<file path="config.mk">
export PLATFORM = sky130hd
export DESIGN_NAME = rgb_to_hsv_converter_top
export DESIGN_NICKNAME = d
export VERILOG_FILES = /design/src/rtl/rhsv_pkg.sv /design/src/rtl/rhsv_front.sv /design/src/rtl/rhsv_div_cell.sv /design/src/rtl/rgb_to_hsv_converter_top.sv
export SDC_FILE = /design/constraint.sdc
export NUM_CORES = 1
export LEC_CHECK = 0
export ABC_CLOCK_PERIOD_IN_PS = 18500
export BUFFER_PORTS_ARGS = -buffer_cell sky130_fd_sc_hd__clkbuf_2
export CAP_MARGIN = 25
export CORE_MARGIN = 5
export CORE_UTILIZATION = 30
export CTS_BUF_LIST = sky130_fd_sc_hd__clkbuf_4 sky130_fd_sc_hd__clkbuf_8 sky130_fd_sc_hd__clkbuf_16
export DETAILED_ROUTE_END_ITERATION = 6
export SYNTH_ARGS = -nofsm -noshare
export SYNTH_HDL_FRONTEND = slang
export SYNTH_SLANG_ARGS = --single-unit
</file>
<file path="constraint.sdc">
create_clock -name clk -period 18.5 [get_ports clk]
set_clock_uncertainty 0.2 [all_clocks]
set_input_delay 0.925 -clock clk [delete_from_list [all_inputs] [get_ports clk]]
set_output_delay 0.925 -clock clk [all_outputs]
set_load 0.01 [all_outputs]
</file>
<file path="src/rtl/rhsv_pkg.sv">
// Shared types, constants and the divider step for the RGB to HSV converter.
package rhsv_pkg;

  // Field widths.
  localparam int ChanW = 8;
  localparam int HueW  = 9;
  localparam int PctW  = 7;

  // Divider geometry: numerator/remainder width, divisor width, quotient bits.
  localparam int NumW = 18;
  localparam int DenW = 9;
  localparam int QuoW = 9;

  // Number of cells in the divider chain, one quotient bit each.
  localparam int NumCells = QuoW;

  // Sector offsets (in units of 60 degrees).
  localparam logic [2:0] SectRed     = 3'd0;
  localparam logic [2:0] SectGreen   = 3'd2;
  localparam logic [2:0] SectBlue    = 3'd4;
  localparam logic [2:0] SectRedWrap = 3'd6;

  // Brightness: floor((200*v + 255) / 510) by reciprocal, shift of 24.
  localparam int          BriShift = 24;
  localparam logic [15:0] BriRecip = 16'd32897;

  // Largest legal output values.
  localparam logic [HueW-1:0] HueMax = 9'd360;
  localparam logic [PctW-1:0] PctMax = 7'd100;

  // One division in flight: partial remainder, shifted divisor, quotient so far.
  typedef struct packed {
    logic [NumW-1:0] rem;
    logic [NumW-1:0] dsh;
    logic [QuoW-1:0] quo;
  } div_lane_t;

  // Everything that travels down the divider chain for one pixel.
  typedef struct packed {
    div_lane_t       hue;
    div_lane_t       sat;
    logic [PctW-1:0] bri;
  } div_data_t;

  // One restoring-division step: try to subtract the shifted divisor.
  function automatic div_lane_t div_step(div_lane_t l);
    div_lane_t r;
    r.dsh = l.dsh >> 1;
    if (l.rem >= l.dsh) begin
      r.rem = l.rem - l.dsh;
      r.quo = {l.quo[QuoW-2:0], 1'b1};
    end else begin
      r.rem = l.rem;
      r.quo = {l.quo[QuoW-2:0], 1'b0};
    end
    return r;
  endfunction

endpackage

</file>
<file path="src/rtl/rhsv_front.sv">
// Front end: max/min and sector pick, then dividend/divisor setup and brightness.
module rhsv_front
  import rhsv_pkg::*;
(
  input  logic             clk,
  input  logic             rst,
  input  logic             en,
  input  logic             in_valid,
  input  logic [ChanW-1:0] red,
  input  logic [ChanW-1:0] green,
  input  logic [ChanW-1:0] blue,
  output logic             out_valid,
  output div_data_t        out_data
);

  // Stage 0 combinational: extremes, chroma and sector.
  logic [ChanW-1:0] v_c, mn_c, n_c;
  logic [2:0]       off_c;
  logic signed [ChanW:0] diff_c;

  always_comb begin
    v_c = red;
    if (green > v_c) v_c = green;
    if (blue > v_c) v_c = blue;
    mn_c = red;
    if (green < mn_c) mn_c = green;
    if (blue < mn_c) mn_c = blue;
    n_c = v_c - mn_c;
    // Red wins ties over green, green over blue.
    if (v_c == red) begin
      off_c  = (green >= blue) ? SectRed : SectRedWrap;
      diff_c = $signed({1'b0, green}) - $signed({1'b0, blue});
    end else if (v_c == green) begin
      off_c  = SectGreen;
      diff_c = $signed({1'b0, blue}) - $signed({1'b0, red});
    end else begin
      off_c  = SectBlue;
      diff_c = $signed({1'b0, red}) - $signed({1'b0, green});
    end
  end

  // Stage 0 registers.
  logic                  s0_valid;
  logic [ChanW-1:0]      s0_v, s0_n;
  logic [2:0]            s0_off;
  logic signed [ChanW:0] s0_diff;

  always_ff @(posedge clk) begin
    if (rst) begin
      s0_valid <= 1'b0;
    end else if (en) begin
      s0_valid <= in_valid;
    end
  end

  always_ff @(posedge clk) begin
    if (en) begin
      s0_v    <= v_c;
      s0_n    <= n_c;
      s0_off  <= off_c;
      s0_diff <= diff_c;
    end
  end

  // Stage 1 combinational: hue N = 120*(off*n + diff) + n, D = 2n;
  // saturation N = 200*n + v, D = 2v; brightness by reciprocal.
  logic signed [11:0] t_s;
  logic [10:0]        t_c;
  logic [NumW-1:0]    hue_num, sat_num;
  logic [DenW-1:0]    hue_den, sat_den;
  logic [15:0]        bri_x;
  logic [31:0]        bri_p;
  div_data_t          d_c;

  always_comb begin
    t_s     = $signed({1'b0, 11'(s0_off) * 11'(s0_n)}) + 12'(s0_diff);
    t_c     = t_s[10:0];
    hue_num = NumW'(18'd120 * NumW'(t_c)) + NumW'(s0_n);
    hue_den = {s0_n, 1'b0};
    sat_num = NumW'(18'd200 * NumW'(s0_n)) + NumW'(s0_v);
    sat_den = {s0_v, 1'b0};
    // A zero divisor only occurs with a zero dividend; use 2 to give quotient 0.
    if (s0_n == '0) begin
      hue_num = '0;
      hue_den = DenW'(2);
    end
    if (s0_v == '0) begin
      sat_num = '0;
      sat_den = DenW'(2);
    end
    bri_x = 16'(16'd200 * 16'(s0_v)) + 16'd255;
    bri_p = 32'(bri_x) * 32'(BriRecip);

    d_c.hue.rem = hue_num;
    d_c.hue.dsh = NumW'({hue_den, {(QuoW-1){1'b0}}});
    d_c.hue.quo = '0;
    d_c.sat.rem = sat_num;
    d_c.sat.dsh = NumW'({sat_den, {(QuoW-1){1'b0}}});
    d_c.sat.quo = '0;
    d_c.bri     = bri_p[BriShift+PctW-1:BriShift];
  end

  // Stage 1 registers feed the first divider cell.
  always_ff @(posedge clk) begin
    if (rst) begin
      out_valid <= 1'b0;
    end else if (en) begin
      out_valid <= s0_valid;
    end
  end

  always_ff @(posedge clk) begin
    if (en) begin
      out_data <= d_c;
    end
  end

endmodule

</file>
<file path="src/rtl/rhsv_div_cell.sv">
// One cell of the divider chain: resolves one quotient bit for hue and saturation.
module rhsv_div_cell
  import rhsv_pkg::*;
(
  input  logic      clk,
  input  logic      rst,
  input  logic      en,
  input  logic      in_valid,
  input  div_data_t in_data,
  output logic      out_valid,
  output div_data_t out_data
);

  // Valid bit of this cell.
  always_ff @(posedge clk) begin
    if (rst) begin
      out_valid <= 1'b0;
    end else if (en) begin
      out_valid <= in_valid;
    end
  end

  // Subtract step on both lanes; brightness rides along.
  always_ff @(posedge clk) begin
    if (en) begin
      out_data.hue <= div_step(in_data.hue);
      out_data.sat <= div_step(in_data.sat);
      out_data.bri <= in_data.bri;
    end
  end

endmodule

</file>
<file path="src/rtl/rgb_to_hsv_converter_top.sv">
// Input transaction to result passes 2 front stages, then 9 divider cells.
// Throughput: one pixel per cycle; the 9-cell restoring divider chain is fully pipelined.
// The whole pipeline advances together and holds when a result waits on m_tready.
// Reset (rst, synchronous) clears every valid bit; payload registers are not reset.
// Top level of the RGB to HSV converter.
module rgb_to_hsv_converter_top
  import rhsv_pkg::*;
(
  input  logic        clk,
  input  logic        rst,
  input  logic        s_tvalid,
  output logic        s_tready,
  input  logic [23:0] s_tdata,  // red[7:0], green[15:8], blue[23:16]
  output logic        m_tvalid,
  input  logic        m_tready,
  output logic [23:0] m_tdata   // hue[8:0], saturation[15:9], brightness[22:16], zero[23]
);

  // Global advance: move when the output register is empty or being taken.
  logic en;
  assign en       = !m_tvalid || m_tready;
  assign s_tready = en;

  // Chain links: index 0 is the front end output.
  logic      link_valid [NumCells+1];
  div_data_t link_data  [NumCells+1];

  rhsv_front u_front (
    .clk       (clk),
    .rst       (rst),
    .en        (en),
    .in_valid  (s_tvalid),
    .red       (s_tdata[7:0]),
    .green     (s_tdata[15:8]),
    .blue      (s_tdata[23:16]),
    .out_valid (link_valid[0]),
    .out_data  (link_data[0])
  );

  // Row of divider cells, each handing its partial result to the next.
  for (genvar i = 0; i < NumCells; i++) begin : g_cell
    rhsv_div_cell u_cell (
      .clk       (clk),
      .rst       (rst),
      .en        (en),
      .in_valid  (link_valid[i]),
      .in_data   (link_data[i]),
      .out_valid (link_valid[i+1]),
      .out_data  (link_data[i+1])
    );
  end

  // The last cell is the output register.
  div_data_t res;
  assign res      = link_data[NumCells];
  assign m_tvalid = link_valid[NumCells];
  assign m_tdata  = {1'b0, res.bri, res.sat.quo[PctW-1:0], res.hue.quo};

  // Results stay in range, and saturation never needs its top quotient bits.
  a_hue_range : assert property (@(posedge clk) disable iff (rst)
    m_tvalid |-> res.hue.quo <= HueMax)
    else $error("hue above 360");

  a_sat_range : assert property (@(posedge clk) disable iff (rst)
    m_tvalid |-> (res.sat.quo[QuoW-1:PctW] == '0) && (res.sat.quo[PctW-1:0] <= PctMax))
    else $error("saturation out of range");

  a_bri_range : assert property (@(posedge clk) disable iff (rst)
    m_tvalid |-> res.bri <= PctMax)
    else $error("brightness above 100");

  a_rem_below_div : assert property (@(posedge clk) disable iff (rst)
    m_tvalid |-> (res.hue.rem <= {res.hue.dsh[NumW-2:0], 1'b0})
              && (res.sat.rem <= {res.sat.dsh[NumW-2:0], 1'b0}))
    else $error("divider remainder not reduced");

  a_reset_empty : assert property (@(posedge clk)
    rst |=> !m_tvalid)
    else $error("output valid right after reset");

endmodule
</file>
## After elaboration in Yosys (flattened, before gate mapping)

Cells that the tools add are included.

- Register bits: 668
- Input bits: 28
- Output and inout bits: 26
- Logic and storage cells: 178

- Add/subtract/negate cells: 24
- Multiply operators: 5
- Order comparisons: 23
- Equality and inequality tests: 2
- Muxes and demuxes: 41
- Reduce and logical (&&, ||, !) cells: 4

Operator list:

| operator | count |
|---|---|
| $mux 18 | 16 |
| $ge 18x10->1 | 2 |
| $ge 18x11->1 | 2 |
| $ge 18x12->1 | 2 |
| $ge 18x13->1 | 2 |
| $ge 18x14->1 | 2 |
| $ge 18x15->1 | 2 |
| $ge 18x16->1 | 2 |
| $ge 18x17->1 | 2 |
| $ge 18x9->1 | 2 |
| $sub 18x10->18 | 2 |
| $sub 18x11->18 | 2 |
| $sub 18x12->18 | 2 |
| $sub 18x13->18 | 2 |
| $sub 18x14->18 | 2 |
| $sub 18x15->18 | 2 |
| $sub 18x16->18 | 2 |
| $sub 18x17->18 | 2 |
| $mux 8 | 4 |
| $mul 16x16->31 const B | 1 |
| $sub 8x8->9 | 3 |
| $mul 5x8->13 const A | 2 |
| $add 18x8->18 | 1 |
| $mux 9 | 2 |
| 15 further kinds | 36 |

## Longest topological paths before layout

Gate-level depths: netlist of run 1.

- Depth after elaboration: 7
- Gate-level depth with buffers: 28
- Depth with buffers taken out: 28

## Modules after synthesis

Synthesis of run 1 repeated with hierarchy kept, for this count alone.

- Cells, all modules: 5024
- Area, all modules: 57929.3 µm²

By module, submodules not included:

| module | times used | cells an instance | area each (µm²) | sequential area each (µm²) |
|---|---|---|---|---|
| rhsv_div_cell at g_cell[0].u_cell ... | 6 | 434 | 5221.3 | 2872.8 |
| rhsv_front | 1 | 1118 | 10607.7 | 2472.4 |
| rhsv_div_cell at g_cell[1].u_cell ... | 2 | 428 | 5251.3 | 2872.8 |
| rhsv_div_cell at g_cell[8].u_cell | 1 | 443 | 5474.0 | 2872.8 |
| rgb_to_hsv_converter_top | 1 | 3 | 17.5 | 0.0 |

## Worst setup path after synthesis of run 1

Ideal clock, no wire load.

- Path kind: input port to flip-flop
- Start: input m_tready
- End: register g_cell[0].u_cell.out_data[0] (netlist bit) (enable)
- Setup time: 1.212 ns
- Arrival time: 17.587 ns
- Required time: 17.088 ns
- Path slack: -0.500 ns
- Stages on the path: 3
- Path buffers: 1
- Cell sequence: nor2b_1 -> inv_1 -> clkbuf_1

- Word-level cells in the longest chain between the ends: 1

Ends and longest elaborated chain:

| item | RTL line | RTL |
|---|---|---|
| start, declared | rgb_to_hsv_converter_top.sv:15 | `input logic m_tready,` |
| $logic_or 1x1->1 | rgb_to_hsv_converter_top.sv:21 | `assign en = !m_tvalid \|\| m_tready;` |
| via s_tready | rgb_to_hsv_converter_top.sv:12 | `output logic s_tready,` |
| end, declared | rhsv_div_cell.sv:11 | `output div_data_t out_data` |

The timed path passes the listed nets, and every way through them passes these cells.
A chain may end at the register's enable or synchronous reset.

## Final worst setup path of run 1

- Start: register u_front.s0_v[2]
- End: register u_front.out_data[6] (netlist bit), data pin

- Word-level cells in the longest chain between the ends: 3

Ends and longest elaborated chain:

| item | RTL line | RTL |
|---|---|---|
| start, declared | rhsv_front.sv:44 | `logic [ChanW-1:0] s0_v, s0_n;` |
| start signal, assigned | rhsv_front.sv:58 | `s0_v <= v_c;` |
| $mul 5x8->13 | rhsv_front.sv:91 | `bri_x = 16'(16'd200 * 16'(s0_v)) + 16'd255;` |
| $add 16x8->16 | rhsv_front.sv:91 |  |
| $mul 16x16->31 | rhsv_front.sv:92 | `bri_p = 32'(bri_x) * 32'(BriRecip);` |
| via u_front.bri_p[30] | rhsv_front.sv:72 | `logic [31:0] bri_p;` |
| end signal, assigned | rhsv_front.sv:114 | `out_data <= d_c;` |
| end, declared | rhsv_front.sv:13 | `output div_data_t out_data` |

The timed path passes the listed nets, and every way through them passes these cells.

==> results of run 1 <==
-- Yosys cell counts (all sizes together), types with 12 or more instances --
cell    instances
a21boi         29
a21o           67
a21oi         158
and2           32
and3           12
buf            12
clkbuf         26
edfxtp        603
fa             55
ha            357
inv           384
mux2           30
mux2i          27
nand2         187
nand2b         46
nand3          27
nand4          39
nor2          204
nor2b          58
nor3           49
nor4           41
o21a           25
o21ai         155
o31ai          28
xnor2         133
xor2           95
-- worst paths after layout --
check                           slack (ns)  cells past startpoint                                    from                                     end
worst max register to register       11.68                     24               u_front.s0_v[2]$_DFFE_PP_           u_front.out_data[6]$_DFFE_PP_
worst min register to register        0.21                      0  g_cell[6].u_cell.out_data[4]$_DFFE_PP_  g_cell[7].u_cell.out_data[4]$_DFFE_PP_
worst max-delay path                 11.68                     24               u_front.s0_v[2]$_DFFE_PP_           u_front.out_data[6]$_DFFE_PP_
worst min-delay path                  0.21                      0  g_cell[6].u_cell.out_data[4]$_DFFE_PP_  g_cell[7].u_cell.out_data[4]$_DFFE_PP_
-- layer usage --
metal / up-vias / wire (um) / track usage (%) / share of wire, %
met5: - / 0 / 0 / 0
met4: 0 / 1570 / 3.20 / 2.6
met3: 113 / 1890 / 1.55 / 3.1
met2: 248 / 30700 / 17.7 / 50
met1: 9976 / 27100 / 11.7 / 44
li1: 11100 / - / - / -
-- cells in the final DEF (no fill, tap or decap), types with 38 or more instances in the layout --
| cell | count |
|---|---|
| ha_1 | 357 |
| nand4_1 | 38 |
| nand2_1 | 187 |
| edfxtp_1 | 603 |
| xor2_1 | 94 |
| fa_1 | 55 |
| inv_1 | 382 |
| nor4_1 | 40 |
| xnor2_1 | 133 |
| nor3_1 | 47 |
| o21ai_0 | 138 |
| nand2b_1 | 46 |
| nor2b_1 | 57 |
| nor2_1 | 201 |
| a21oi_1 | 158 |
| clkbuf_2 | 52 |
| clkbuf_16 | 73 |
| a21o_1 | 67 |
-- layout make-up --
cell class                 count  area (sq um)  share of cell area (%)
inverter                     385          1450                    3.64
tap                         1536          1920                    4.82
timing repair buffer          65           390                   0.978
clock buffer                  87          1930                    4.84
clock inverter                42           319                   0.799
sequential                   614         18300                    45.9
multi-input combinational   2012         15600                    39.0
-- flip-flops by register name, summed over array words and instances (netlist names), 2 cells and up --
signal	flops
u_front.s0_v	8
u_front.out_data	54
u_front.s0_n	8
u_front.s0_off	2
g_cell.u_cell.out_data	522
u_front.s0_diff	9
g_cell.u_cell.out_valid	9
-- cell families after synthesis --
logic type | count (synthesis)
DFF | 614
adders and majority gates | 412
AOI/OAI and AO/OA | 547
other | 1
buffers and inverters | 423
xor gates and xnor gates | 228
muxes | 57
and+or+nand+nor | 767
-- critical path, stage by stage, from the launching register on --
cell and delay, ns:
edfxtp_1 0.46, inv_1 0.19, ha_1 0.26, ha_1 0.31
fa_1 0.46, ha_1 0.38, o21ai_0 0.19, nor2_1 0.09
o31ai_1 0.27, o31a_1 0.25, nand3_1 0.16, xor2_2 0.42
ha_1 0.32, ha_1 0.29, ha_1 0.29, ha_1 0.29
ha_1 0.32, a21o_1 0.16, a21oi_1 0.21, nand2_1 0.07
o31ai_1 0.26, nand2_1 0.14, a21o_1 0.24, nor3b_1 0.16
xnor2_1 0.14
-- metrics by stage --
stage          hold slack, ns  instance area (sq um)  utilization (%)  cells
2_1_floorplan           0.200                  35500                -   3049
3_3_place_gp            0.202                  37600             32.0   4610
3_5_place_dp            0.205                  37600             32.0   4610
4_1_cts                 0.205                  39900             33.9   4739
5_1_grt                 0.219                  39900             33.9   4741
6_report                0.212                  39900             33.9   4741
==> impl_results.md, run 1 <==
- Pre-Repair DR Iteration Count: 5
- Total core area: 118000 sq um
- CTS tree: done
- Outcome: complete, no violations
- Setup Viol. Count Final: 0
- Area fraction of the dominant cell type after synthesis: 51.0%
- Crit. End Element: flip-flop
- Leading post-synthesis cells by cell area: edfxtp_1 (51%), ha_1 (13%), inv_1 (4.0%)
- Post-CTS Setup Bufs: 0
- Grt ovf: 0
- Vias in the first global route: 21500
- Dpl ws: 11.49 ns
- H-tree lvl count: 3
- Reg clk slew, reported paths: 0.06 ns
- Post-DP HPWL: 45.4 mm
- EDFF count, synth: 603
- CP startpoint kind: flip-flop
- Max-cap viol count: 0
- Routability cong.: 0.833
- DR iter-0 viols: 823
- Tot GR Track Use: 9.73%
- Critical path class: reg2reg
- CTS sink cnt: 614
- Worst path required time: 18.63 ns
- Final hold violations: 0
- PortBufs: 52
- YS warnings: 0
- Pins Over Slew Limit: 0
- Post-synthesis mux area share: 1.72%
- Die width: 354 um
- Least-Margin Pin Slew: 1.04 ns
- Filler instances: 11500
- Drt wl/cell: 12.9 um
- Initial antenna violation count: 0
- Final WS setup: 11.68 ns
- Cell Area, Synth: 35500 sq um
- Post-Synth Simple-Gate Area: 11.0%
- Clock Tree Buf Depth: 3
- Fmax: 147 MHz
- Final ANT Viol Nets: 0
- CP max FO: 7
- Seq/Total Area, Yosys: 51.6%
- DR DRC count: 0
- Adder-Cell Fraction of Synth Area: 15.7%
- Cells after synthesis: 3049
- Starting Density: 30.2%
- Vias/cell: 4.53
- Layout cell share with drive strength beyond 1: 7.36%
- Num rows: 126
- Num CTS Buffers: 71
- Die area: 125000 sq um
- Syn Nets: 3489
- Ys async rst share: 0%
- Largest family of logic cells by synthesized area: adder cells
- Worst EP arrival: 6.95 ns
- Die height: 354 um
- Global-route wire length before repair: 103 mm
- Cts repair resizes: 0
- Area leader, netlist: edfxtp_1
- Compound-Gate Fraction of Synth Area: 9.80%
- Final period util: 36.9%
- Mapped Avg Cell Area: 11.7 sq um
- WL final: 61.3 mm
- RSZ-0062 raised after global routing: no
- Root buffer cell: clkbuf_16
- Hold-fix buffers, CTS: 0
- Vias: 21500
- Ports: 54
- XOR/XNOR share of the synthesized area: 5.64%
- Pin count of the biggest net entering global routing: 185
- Worst Hold Class: reg2reg
- Clock latency on the worst-skew pair: 0.60 ns
- Slew headroom: 30.7%
- # nets final: 3589
- Synth cell types: 90
- P&R area growth vs syn: 12.3%
- Final setup TNS: 0 ns
- Fin crit period: 6.82 ns
- Top_reg_cell synth: edfxtp_1
- Register bit total from synthesis: 614
- ANT cells: 0
Power of run 1 is left out: the tool's default activity adds up to more than one toggle a clock period on the data nets, which glitch-free logic cannot reach.
==> inputs of run 2 (changes only) <==
- ABC_CLOCK_PERIOD_IN_PS: 18500 -> 5900
- clock period: 18.5 -> 5.9 ns (I/O delays scaled with it)
==> run 2 against run 1 <==
Against the previous run:
- highest routed layer unchanged
- cell count rose by 2.8%
- non-clock buffer count rose by 143
- sequential share of layout area fell by 2.0 points
- global-route usage rose by 0.32 points
- count of clock-buffer cells in the layout fell by 1
- die area did not move
- first-iteration DRC count rose by 14%
==> impl_results.md, run 2 (synthesized netlist as in run 1, its figures left out) <==
- Root buffer cell: clkbuf_16
- Tot GR Track Use: 10.0%
- Dpl ws: -0.182 ns
- Clock latency on the worst-skew pair: 0.61 ns
- Pins Over Slew Limit: 0
- Starting Density: 30.2%
- Routability cong.: 0.845
- Critical path class: reg2reg
- CTS sink cnt: 614
- Pre-Repair DR Iteration Count: 6
- Fmax: 172 MHz
- Final WS setup: 0.0747 ns
- RSZ-0062 raised after global routing: yes
- Setup Viol. Count Final: 0
- Die width: 354 um
- Worst EP arrival: 5.96 ns
- Initial antenna violation count: 0
- CP startpoint kind: flip-flop
- ANT cells: 0
- P&R area growth vs syn: 17.6%
- Vias/cell: 4.53
- Largest Register: g_cell.u_cell.out_data
- Reg clk slew, reported paths: 0.05 ns
- Post-DP HPWL: 47.0 mm
- Vias: 22100
- DR iter-0 viols: 938
- DR DRC count: 0
- Placed cell count: 4725
- Outcome: complete, no violations
- Final ANT Viol Nets: 0
- Max stage delay on crit path: 0.45 ns
- Commonest non-fill, non-tap cell in the layout: edfxtp_1
- Grt ovf: 0
- WL final: 63.3 mm
- Worst path required time: 6.04 ns
- CP max-delay cell: edfxtp_1
- Least-Margin Pin Slew: 0.995 ns
- Num rows: 126
- Pin count of the biggest net entering global routing: 205
- Worst path most repeated cell: ha_4
- Die area: 125000 sq um
- Die height: 354 um
- CP top delay family: adder cells
- Crit. End Element: flip-flop
- CTS tree: done
- Global-route wire length before repair: 107 mm
- Drt wl/cell: 13.0 um
- Slew headroom: 33.7%
- Max reg flops: 522
- Final hold violations: 0
- Layout cell share with drive strength beyond 1: 14.1%
- Clock Tree Buf Depth: 3
- Ports: 54
- PortBufs: 52
- Fin crit period: 5.83 ns
- Final period util: 98.7%
- Total core area: 118000 sq um
- Layout Cells excl Fill: 4875
- Max-cap viol count: 0
- H-tree lvl count: 3
- Worst Hold Class: in2reg
- Biggest regs: g_cell.u_cell.out_data x522, u_front.out_data x54
- Vias in the first global route: 22400
- # nets final: 3732
- CP max FO: 4
- Critical path buffers and inverters: 3
- Commonest non-fill, non-tap cells in the layout: edfxtp_1 (603), inv_1 (373), ha_1 (325), nor2_1 (197), nand2_1 (187)
- Final setup TNS: 0 ns
- Num CTS Buffers: 71
[run 2: per-stage QoR]
| step | hold WS (ns) | util (%) | instance area [sq um] |
|---|---|---|---|
| 2_1_floorplan | 0.164 | - | 35700 |
| 3_3_place_gp | 0.201 | 32.8 | 38600 |
| 3_5_place_dp | 0.205 | 32.8 | 38600 |
| 4_1_cts | 0.0280 | 35.0 | 41300 |
| 5_1_grt | 0.0776 | 35.5 | 41800 |
| 6_report | 0.0936 | 35.5 | 41800 |
[run 2: final cells by class]
type	count	area, sq um
inverter	385	1460
timing repair buffer	208	1480
tap	1536	1920
fill	11500	76000
multi-input combinational	2012	16300
clock inverter	34	358
sequential	614	18300
clock buffer	86	1910
[run 2: path summary, 6_finish.rpt]
kind                                                              from                                endpoint  slack [ns]  depth (start not counted)
worst min-delay path                                       s_tdata[19]               u_front.s0_v[3]$_DFFE_PP_        0.09                          3
worst max-delay path                         u_front.s0_v[3]$_DFFE_PP_           u_front.out_data[6]$_DFFE_PP_        0.07                         26
worst min register to register  g_cell[7].u_cell.out_data[8]$_DFFE_PP_  g_cell[8].u_cell.out_data[9]$_DFFE_PP_        0.21                          0
worst max register to register               u_front.s0_v[3]$_DFFE_PP_           u_front.out_data[6]$_DFFE_PP_        0.07                         26
[run 2: routing by layer]
layer	vias to the layer above	part of all wire [%]	global-route usage, %
met2	281	50	18.3
met1	10300	43	11.9
li1	11400	-	-
met5	-	0	0
met4	0	2.6	3.43
met3	113	3.8	1.77
[run 2: worst reg2reg max path, cell delays in order, from the launching register on]
cell and delay [ns]:
edfxtp_1 0.45, inv_1 0.11, ha_1 0.26, ha_4 0.28, fa_1 0.44, ha_4 0.27, o21ai_2 0.14, nor2_2 0.07
buf_4 0.14, o21a_1 0.18, o31a_1 0.27, buf_4 0.15, nand3_4 0.11, xor2_4 0.19, ha_4 0.23, ha_4 0.26
ha_4 0.19, ha_4 0.27, ha_4 0.19, a21o_1 0.17, a21oi_2 0.15, nand2_1 0.07, o31ai_2 0.18, nand2_1 0.10
a21o_1 0.22, nor3b_4 0.17, xnor2_1 0.11
[run 2: timing repair]
action,in CTS,in global routing
hold endpoints to repair,11,0
pin swaps,37,73
cloned,0,0
setup buffers,11,13
hold buffers,5,0
endpoints found under the setup margin,10,12
resized for setup,33,73
Power of run 2 is left out for the same reason.
